==> src/hdl/rc4_pkg.sv <==
// Shared types and constants for the RC4 stream cipher unit.
// Used by the controller, the datapath and the top level; depends on nothing.
package rc4_pkg;

  localparam int unsigned KEY_MAX_DEF = 256;
  localparam int unsigned PERM_DEPTH  = 256;
  localparam int unsigned BYTE_W      = 8;

  typedef enum logic [1:0] {
    OP_KEY_FRESH     = 2'd0,
    OP_KEY_RESHUFFLE = 2'd1,
    OP_DATA          = 2'd2
  } op_e;

  // Commands from the controller to the datapath.
  typedef struct packed {
    logic key_wr;      // store the incoming key byte
    logic clr_perm;    // return the permutation to identity
    logic sched_start; // begin the key schedule
    logic data_start;  // take a data byte and advance index i
    logic rd_p;        // read S[i] (and the key byte for the schedule)
    logic rd_j;        // update j and read S[j]
    logic wr_p;        // write S[i] = S[j] and read S[S[i] + S[j]]
    logic wr_j;        // write S[j] = old S[i]
    logic sched_next;  // advance the schedule round
    logic sched_end;   // finish the schedule
    logic out_load;    // load the output register
  } dp_cmd_t;

  // Status from the datapath to the controller.
  typedef struct packed {
    logic last_round;
    logic out_blocked;
  } dp_sts_t;

endpackage

==> src/hdl/rc4_ctrl.sv <==
// Controller state machine of the RC4 stream cipher unit.
// Depends on rc4_pkg; issues commands to rc4_dp and reads its status.
module rc4_ctrl (
  input  logic              clk_i,
  input  logic              rst_ni,
  input  logic              in_valid_i,
  input  logic [1:0]        operation_i,
  input  logic              last_key_i,
  output logic              in_stall_o,
  output rc4_pkg::dp_cmd_t  cmd_o,
  input  rc4_pkg::dp_sts_t  sts_i
);
  import rc4_pkg::*;

  typedef enum logic [2:0] {
    ST_IDLE,
    ST_RD_P,
    ST_RD_J,
    ST_WR_P,
    ST_WR_J
  } state_e;

  state_e state_q, state_d;
  logic   sched_q, sched_d;
  op_e    op;

  assign op         = op_e'(operation_i);
  assign in_stall_o = (state_q != ST_IDLE);

  always_comb begin
    cmd_o   = '0;
    state_d = state_q;
    sched_d = sched_q;
    case (state_q)
      ST_IDLE: begin
        if (in_valid_i) begin
          case (op)
            OP_KEY_FRESH, OP_KEY_RESHUFFLE: begin
              cmd_o.key_wr = 1'b1;
              if (last_key_i) begin
                cmd_o.clr_perm    = (op == OP_KEY_FRESH);
                cmd_o.sched_start = 1'b1;
                sched_d           = 1'b1;
                state_d           = ST_RD_P;
              end
            end
            OP_DATA: begin
              cmd_o.data_start = 1'b1;
              cmd_o.rd_p       = 1'b1;
              sched_d          = 1'b0;
              state_d          = ST_RD_J;
            end
            default: ;
          endcase
        end
      end
      ST_RD_P: begin
        cmd_o.rd_p = 1'b1;
        state_d    = ST_RD_J;
      end
      ST_RD_J: begin
        cmd_o.rd_j = 1'b1;
        state_d    = ST_WR_P;
      end
      ST_WR_P: begin
        cmd_o.wr_p = 1'b1;
        state_d    = ST_WR_J;
      end
      ST_WR_J: begin
        cmd_o.wr_j = 1'b1;
        if (sched_q) begin
          cmd_o.sched_next = 1'b1;
          if (sts_i.last_round) begin
            cmd_o.sched_end = 1'b1;
            state_d         = ST_IDLE;
          end else begin
            state_d = ST_RD_P;
          end
        end else if (!sts_i.out_blocked) begin
          cmd_o.out_load = 1'b1;
          state_d        = ST_IDLE;
        end
      end
      default: state_d = ST_IDLE;
    endcase
  end

  always_ff @(posedge clk_i or negedge rst_ni) begin
    if (!rst_ni) begin
      state_q <= ST_IDLE;
      sched_q <= 1'b0;
    end else begin
      state_q <= state_d;
      sched_q <= sched_d;
    end
  end

endmodule

==> src/hdl/rc4_dp.sv <==
// Datapath of the RC4 stream cipher unit: permutation memory, key store,
// indices and the output register. Depends on rc4_pkg; driven by rc4_ctrl.
module rc4_dp #(
  parameter int unsigned KEY_MAX = rc4_pkg::KEY_MAX_DEF
) (
  input  logic                        clk_i,
  input  logic                        rst_ni,
  input  rc4_pkg::dp_cmd_t            cmd_i,
  output rc4_pkg::dp_sts_t            sts_o,
  input  logic [rc4_pkg::BYTE_W-1:0]  byte_in_i,
  input  logic                        restart_i,
  input  logic                        out_stall_i,
  output logic                        out_valid_o,
  output logic [rc4_pkg::BYTE_W-1:0]  byte_out_o
);
  import rc4_pkg::*;

  localparam int unsigned KW = (KEY_MAX > 1) ? $clog2(KEY_MAX) : 1;
  localparam int unsigned LW = $clog2(KEY_MAX + 1);

  logic [BYTE_W-1:0]     perm_mem [PERM_DEPTH];
  logic [PERM_DEPTH-1:0] perm_vld_q;
  logic [BYTE_W-1:0]     key_mem [KEY_MAX];

  logic [BYTE_W-1:0] idx_i_q, idx_j_q;
  logic [KW-1:0]     kidx_q;
  logic [LW-1:0]     key_len_q;
  logic              sched_q;
  logic [BYTE_W-1:0] data_q, sp_q, sj_q, t_q, key_rd_q;
  logic [BYTE_W-1:0] rd_data_q, rd_addr_q;
  logic              rd_vld_q;
  logic              out_valid_q;
  logic [BYTE_W-1:0] byte_out_q;

  logic [BYTE_W-1:0] p_data, perm_rd, key_add, j_new, t_new, ks;
  logic [BYTE_W-1:0] rd_addr, wr_addr, wr_data;
  logic              rd_en, wr_en, key_full, kidx_wrap;

  // An entry never written since the last identity reset reads as its address.
  assign perm_rd   = rd_vld_q ? rd_data_q : rd_addr_q;
  assign p_data    = restart_i ? BYTE_W'(1) : idx_i_q + BYTE_W'(1);
  assign key_add   = sched_q ? key_rd_q : '0;
  assign j_new     = idx_j_q + perm_rd + key_add;
  assign t_new     = sp_q + perm_rd;
  assign key_full  = (key_len_q == LW'(KEY_MAX));
  assign kidx_wrap = ((LW'(kidx_q) + LW'(1)) == key_len_q);

  assign rd_en   = cmd_i.rd_p | cmd_i.rd_j | cmd_i.wr_p;
  assign rd_addr = cmd_i.rd_p ? (cmd_i.data_start ? p_data : idx_i_q) :
                   cmd_i.rd_j ? j_new : t_new;
  assign wr_en   = cmd_i.wr_p | cmd_i.wr_j;
  assign wr_addr = cmd_i.wr_p ? idx_i_q : idx_j_q;
  assign wr_data = cmd_i.wr_p ? perm_rd : sp_q;

  // After the swap S[i] holds old S[j] and S[j] holds old S[i].
  assign ks = (t_q == idx_j_q) ? sp_q :
              (t_q == idx_i_q) ? sj_q : perm_rd;

  assign sts_o.last_round  = (idx_i_q == BYTE_W'(PERM_DEPTH - 1));
  assign sts_o.out_blocked = out_valid_q & out_stall_i;
  assign out_valid_o       = out_valid_q;
  assign byte_out_o        = byte_out_q;

  always_ff @(posedge clk_i) begin
    if (rd_en) begin
      rd_data_q <= perm_mem[rd_addr];
    end
    if (wr_en) begin
      perm_mem[wr_addr] <= wr_data;
    end
  end

  always_ff @(posedge clk_i) begin
    if (cmd_i.key_wr && !key_full) begin
      key_mem[key_len_q[KW-1:0]] <= byte_in_i;
    end
    if (cmd_i.rd_p) begin
      key_rd_q <= key_mem[kidx_q];
    end
  end

  always_ff @(posedge clk_i) begin
    if (cmd_i.data_start) begin
      data_q <= byte_in_i;
    end
    if (cmd_i.rd_j) begin
      sp_q <= perm_rd;
    end
    if (cmd_i.wr_p) begin
      sj_q <= perm_rd;
      t_q  <= t_new;
    end
    if (cmd_i.out_load) begin
      byte_out_q <= data_q ^ ks;
    end
  end

  always_ff @(posedge clk_i or negedge rst_ni) begin
    if (!rst_ni) begin
      perm_vld_q  <= '0;
      rd_vld_q    <= 1'b0;
      rd_addr_q   <= '0;
      idx_i_q     <= '0;
      idx_j_q     <= '0;
      kidx_q      <= '0;
      key_len_q   <= '0;
      sched_q     <= 1'b0;
      out_valid_q <= 1'b0;
    end else begin
      if (cmd_i.clr_perm) begin
        perm_vld_q <= '0;
      end else if (wr_en) begin
        perm_vld_q[wr_addr] <= 1'b1;
      end
      if (rd_en) begin
        rd_vld_q  <= perm_vld_q[rd_addr];
        rd_addr_q <= rd_addr;
      end
      if (cmd_i.key_wr && !key_full) begin
        key_len_q <= key_len_q + LW'(1);
      end
      if (cmd_i.sched_start) begin
        idx_i_q <= '0;
        idx_j_q <= '0;
        kidx_q  <= '0;
        sched_q <= 1'b1;
      end
      if (cmd_i.data_start) begin
        idx_i_q <= p_data;
        if (restart_i) begin
          idx_j_q <= '0;
        end
        sched_q <= 1'b0;
      end
      if (cmd_i.rd_j) begin
        idx_j_q <= j_new;
      end
      if (cmd_i.sched_next) begin
        idx_i_q <= idx_i_q + BYTE_W'(1);
        kidx_q  <= kidx_wrap ? '0 : kidx_q + KW'(1);
      end
      if (cmd_i.sched_end) begin
        idx_j_q   <= '0;
        key_len_q <= '0;
      end
      if (cmd_i.out_load) begin
        out_valid_q <= 1'b1;
      end else if (!out_stall_i) begin
        out_valid_q <= 1'b0;
      end
    end
  end

endmodule

==> src/hdl/rc4_stream_cipher_unit.sv <==
// RC4 stream cipher unit. A data byte runs through the four-step permutation round, and
// the next transfer is taken only once its result is loaded into the output register.
// A non-final key byte is stored without stalling; the last key byte adds the 256-round
// key schedule, and no transfer is taken before the schedule ends.
// rst_ni (asynchronous, active low) sets the permutation to identity at once
// through per-entry valid bits, with no clearing pass, and clears the indices.
module rc4_stream_cipher_unit #(
  parameter int unsigned KEY_MAX = rc4_pkg::KEY_MAX_DEF
) (
  input  logic                        clk_i,
  input  logic                        rst_ni,
  input  logic                        in_valid_i,
  output logic                        in_stall_o,
  input  logic [1:0]                  operation_i,
  input  logic [rc4_pkg::BYTE_W-1:0]  byte_in_i,
  input  logic                        last_key_i,
  input  logic                        restart_i,
  output logic                        out_valid_o,
  input  logic                        out_stall_i,
  output logic [rc4_pkg::BYTE_W-1:0]  byte_out_o
);
  import rc4_pkg::*;

  // The controller sequences each permutation round in four steps: read S[i],
  // update j and read S[j], write S[i] while reading the keystream entry, and
  // write S[j] while the result is loaded into the output register. The key
  // schedule reuses the same round with the key byte added to j.
  dp_cmd_t cmd;
  dp_sts_t sts;

  rc4_ctrl u_ctrl (
    .clk_i       (clk_i),
    .rst_ni      (rst_ni),
    .in_valid_i  (in_valid_i),
    .operation_i (operation_i),
    .last_key_i  (last_key_i),
    .in_stall_o  (in_stall_o),
    .cmd_o       (cmd),
    .sts_i       (sts)
  );

  // The output register parts the two sides, so a new transfer is taken while
  // a result still waits; a finished data byte waits only for that register.
  rc4_dp #(
    .KEY_MAX (KEY_MAX)
  ) u_dp (
    .clk_i       (clk_i),
    .rst_ni      (rst_ni),
    .cmd_i       (cmd),
    .sts_o       (sts),
    .byte_in_i   (byte_in_i),
    .restart_i   (restart_i),
    .out_stall_i (out_stall_i),
    .out_valid_o (out_valid_o),
    .byte_out_o  (byte_out_o)
  );

endmodule

==> config.mk <==
export PLATFORM = sky130hd
export DESIGN_NAME = rc4_stream_cipher_unit
export DESIGN_NICKNAME = d
export VERILOG_FILES = /design/src/hdl/rc4_pkg.sv /design/src/hdl/rc4_ctrl.sv /design/src/hdl/rc4_dp.sv /design/src/hdl/rc4_stream_cipher_unit.sv
export SDC_FILE = /design/constraint.sdc
export NUM_CORES = 2
export LEC_CHECK = 0
export BUFFER_PORTS_ARGS = -buffer_cell sky130_fd_sc_hd__buf_2
export CAP_MARGIN = 15
export CORE_MARGIN = 1.5
export CORE_UTILIZATION = 55
export DETAILED_ROUTE_END_ITERATION = 12
export PLACE_DENSITY = 0.7
export SLEW_MARGIN = 20
export SYNTH_ARGS = -nofsm -noshare
export SYNTH_HDL_FRONTEND = slang
export SYNTH_SLANG_ARGS = --single-unit
==> constraint.sdc <==
create_clock -name clk_i -period 23.5 [get_ports clk_i]
set_input_delay 2.35 -clock clk_i [delete_from_list [all_inputs] [get_ports clk_i]]
set_output_delay 2.35 -clock clk_i [all_outputs]
set_load 0.05 [all_outputs]
==> impl_metrics.py <==
metrics = {
    "status": {
        "status": "finished clean",
    },
    "critical_path": {
        "reg2reg_to": "u_dp.rd_data_q[1]$_DFFE_PP_",
        "reg2reg_depth": 17,
        "criticalPathCategory": "in -> reg",
        "startpoint_type": "input port",
        "critPathCapture": "u_dp.rd_data_q[2]$_DFFE_PP_",
        "cp.required_ps": 24200,
        "worst_setup_path_end_kind": "flop",
        "crit_start": "operation_i[0]",
        "cp.arrival_ps": 9840,
        "ff2ff_setup_slack_ps": 15310,
        "path_max_fanout": 44,
        "r2r_start": "u_dp.rd_vld_q$_DFFE_PN0P_",
    },
    "synth": {
        "synth_flop_cell": "edfxtp_1",
        "ys_ff_latch": 4456,
        "async_flop_share": 0.0682,
        "synth_cell_types": 100,
        "synthCells": 9717,
        "yosys_warnings": 0,
        "syn-num-nets": 9761,
        "synth_edf_count": 4152,
        "ys_seq_area_frac": 0.748,
        "syn-cell-area_um2": 177000,
        "syn_area_per_cell_um2": 18.2,
    },
    "timing": {
        "setup_viol": 0,
        "fin_crit_ps": 9140,
        "fmax_ghz": 0.109,
        "final_max_slew_viol_count": 0,
        "final.setup_skew_ps": 73.8,
        "hold_violations": 0,
        "slew_headroom": 0.137,
        "tightest_slew_ps": 1290,
        "whs_ps": 479,
        "rsz0062_at_grt": "false",
        "finalCritPeriodShare": 0.389,
        "setup_tns_ps": 0,
    },
    "detailed_routing": {
        "drcViolationCount": 0,
        "routed_wl_mm": 486,
        "wl_per_cell_um": 33.5,
        "via_count": 96835,
        "drtPass1Iterations": 9,
        "vias_per_cell": 6.68,
        "dr.first_iter.drc_count": 13873,
        "final_antenna_net_count": 0,
    },
    "cts": {
        "clk_latency_ps": 990,
        "hold_buffers": 0,
        "clk_path_buf_depth": 4,
        "clk_pin_slew_ps": 60,
        "cts.sinks": 4456,
        "post_cts_buffers": 0,
        "cts_resized": 0,
        "htreeDepth": 5,
        "cts_root_buf": "clkbuf_16",
        "numCtsBuffers": 436,
        "tritoncts": "built",
    },
    "final_layout": {
        "fin_cells": 14496,
        "layout_common_cells": "4,152 x edfxtp_1, 1,086 x nor2_1, 798 x mux4_2",
        "synthToLayoutAreaGrowth_pct": 10.5,
        "fillers": 22189,
        "final_common_cell": "edfxtp_1",
        "fin_nets": 9856,
        "final_util": 0.612,
        "drive_above_1_share": 0.186,
    },
    "floorplan": {
        "num_rows": 207,
        "pin_count": 26,
        "fp.dieH_um": 570,
        "die_area_um2": 325000,
        "floorplan.initialDensity": 0.554,
        "core_um2": 319000,
        "die_w_um": 570,
    },
    "global_route": {
        "grt_pass1_wl_mm": 690,
        "antenna_found_initial": 28,
        "grt.total_usage": 0.297,
        "grt_overflow": 0,
        "grt_max_degree": 182,
        "grt_pass1_vias": 95088,
    },
    "placed_design": {
        "placed_cells": 13658,
        "gp_congestion": 0.924,
        "port_buffers": 25,
        "dp_hpwl_mm": 293,
    },
    "run": {
        "maxCapViolations": 0,
    },
    "min_path": {
        "min_path_type": "reg -> reg",
    },
}
-- worst max-delay path, cell delays in order --
cell      delay (ps)
buf_2            170
and3b_1          210
o21ai_1          620
inv_1            610
o211ai_4         700
buf_4            750
buf_4            640
buf_4            630
buf_4            750
mux4_2           590
a22o_1           250
a221oi_1         590
o22ai_1          250
nor3_1           410
o31ai_1          130
-- registers in the layout (all words and copies together), names as in the netlist --
register          flops
u_dp.sp_q             8
u_dp.rd_vld_q         1
u_dp.rd_addr_q        8
u_dp.key_len_q        9
u_dp.data_q           8
u_dp.idx_j_q          8
u_dp.kidx_q           8
u_dp.sj_q             8
u_dp.perm_mem      2048
u_dp.out_valid_o      1
u_dp.key_mem       2048
u_dp.byte_out_o       8
u_dp.sched_q          1
u_dp.t_q              8
u_ctrl.sched_q        1
u_ctrl.state_q        3
u_dp.key_rd_q         8
u_dp.perm_vld_q     256
u_dp.idx_i_q          8
u_dp.rd_data_q        8
-- through the flow --
step                      cell area, um2  setup slack (ps)
after floorplan                   177000              9960
after global placement            181000             13520
after CTS                         195000             14380
final                             195000             14360
after detailed placement          181000             13350
after global routing              195000             13920
-- metal layers --
metal | GRT usage | up-vias | wire, um
met4 | 0.162 | 18 | 29300
met2 | 0.466 | 6218 | 231000
met3 | 0.0651 | 1223 | 51700
met5 | 0 | - | 140
met1 | 0.392 | 50312 | 174000
li1 | - | 39064 | -
-- layout make-up --
cell class	count	area, um2	share of cell area
clock buffers	594	12000	0.0615
multi-input cells	4662	41600	0.213
repair buffers	235	1900	0.00974
flip-flops and latches	4456	132000	0.678
diodes	28	70.1	0.000359
well taps	4284	5360	0.0275
clock inverters	216	1930	0.00987
inverters	21	78.8	0.000404
-- cell families after synthesis --
| family | Yosys count | synth area share |
|---|---|---|
| adder cells (fa/ha/maj) | 28 | 0.00236 |
| XOR/XNOR | 57 | 0.00282 |
| AO/OA/AOI/OAI | 1103 | 0.0408 |
| buffers and inverters | 599 | 0.0185 |
| flip-flops | 4456 | 0.748 |
| multiplexers | 1385 | 0.138 |
| AND/OR/NAND/NOR | 2089 | 0.0488 |
-- Yosys cell counts, types with 36 or more instances --
library cell | n | area share
nand2_1 | 608 | 0.013
mux2i_1 | 432 | 0.024
a32oi_1 | 36 | 0.0018
buf_6 | 39 | 0.0025
a21oi_1 | 296 | 0.0084
mux4_2 | 798 | 0.10
clkbuf_1 | 315 | 0.0067
o22ai_1 | 151 | 0.0053
nand3_1 | 161 | 0.0046
dfrtp_1 | 304 | 0.043
a22oi_1 | 101 | 0.0043
buf_1 | 58 | 0.0012
edfxtp_1 | 4152 | 0.71
nand4_1 | 43 | 0.0015
mux2_2 | 128 | 0.0082
nor2_1 | 1122 | 0.024
buf_2 | 103 | 0.0029
o21ai_0 | 204 | 0.0058
o221ai_1 | 126 | 0.0062
-- worst min path at each step --
stage               slack, ps  depth (start not counted)                       endpoint                           from
finish                    480                          2  u_dp.rd_addr_q[0]$_DFFE_PN0P_  u_dp.rd_addr_q[0]$_DFFE_PN0P_
floorplan                 450                          2  u_dp.rd_addr_q[0]$_DFFE_PN0P_  u_dp.rd_addr_q[0]$_DFFE_PN0P_
global route              500                          1  u_dp.rd_addr_q[7]$_DFFE_PN0P_  u_dp.rd_addr_q[7]$_DFFE_PN0P_
detailed placement        470                          2  u_dp.rd_addr_q[0]$_DFFE_PN0P_  u_dp.rd_addr_q[0]$_DFFE_PN0P_
global placement          460                          2  u_dp.rd_addr_q[5]$_DFFE_PN0P_  u_dp.rd_addr_q[5]$_DFFE_PN0P_
CTS                       480                          2  u_dp.rd_addr_q[0]$_DFFE_PN0P_  u_dp.rd_addr_q[0]$_DFFE_PN0P_
Power is left out: the tool's default activity adds up to more than one toggle a clock period on the data nets, which glitch-free logic cannot reach.
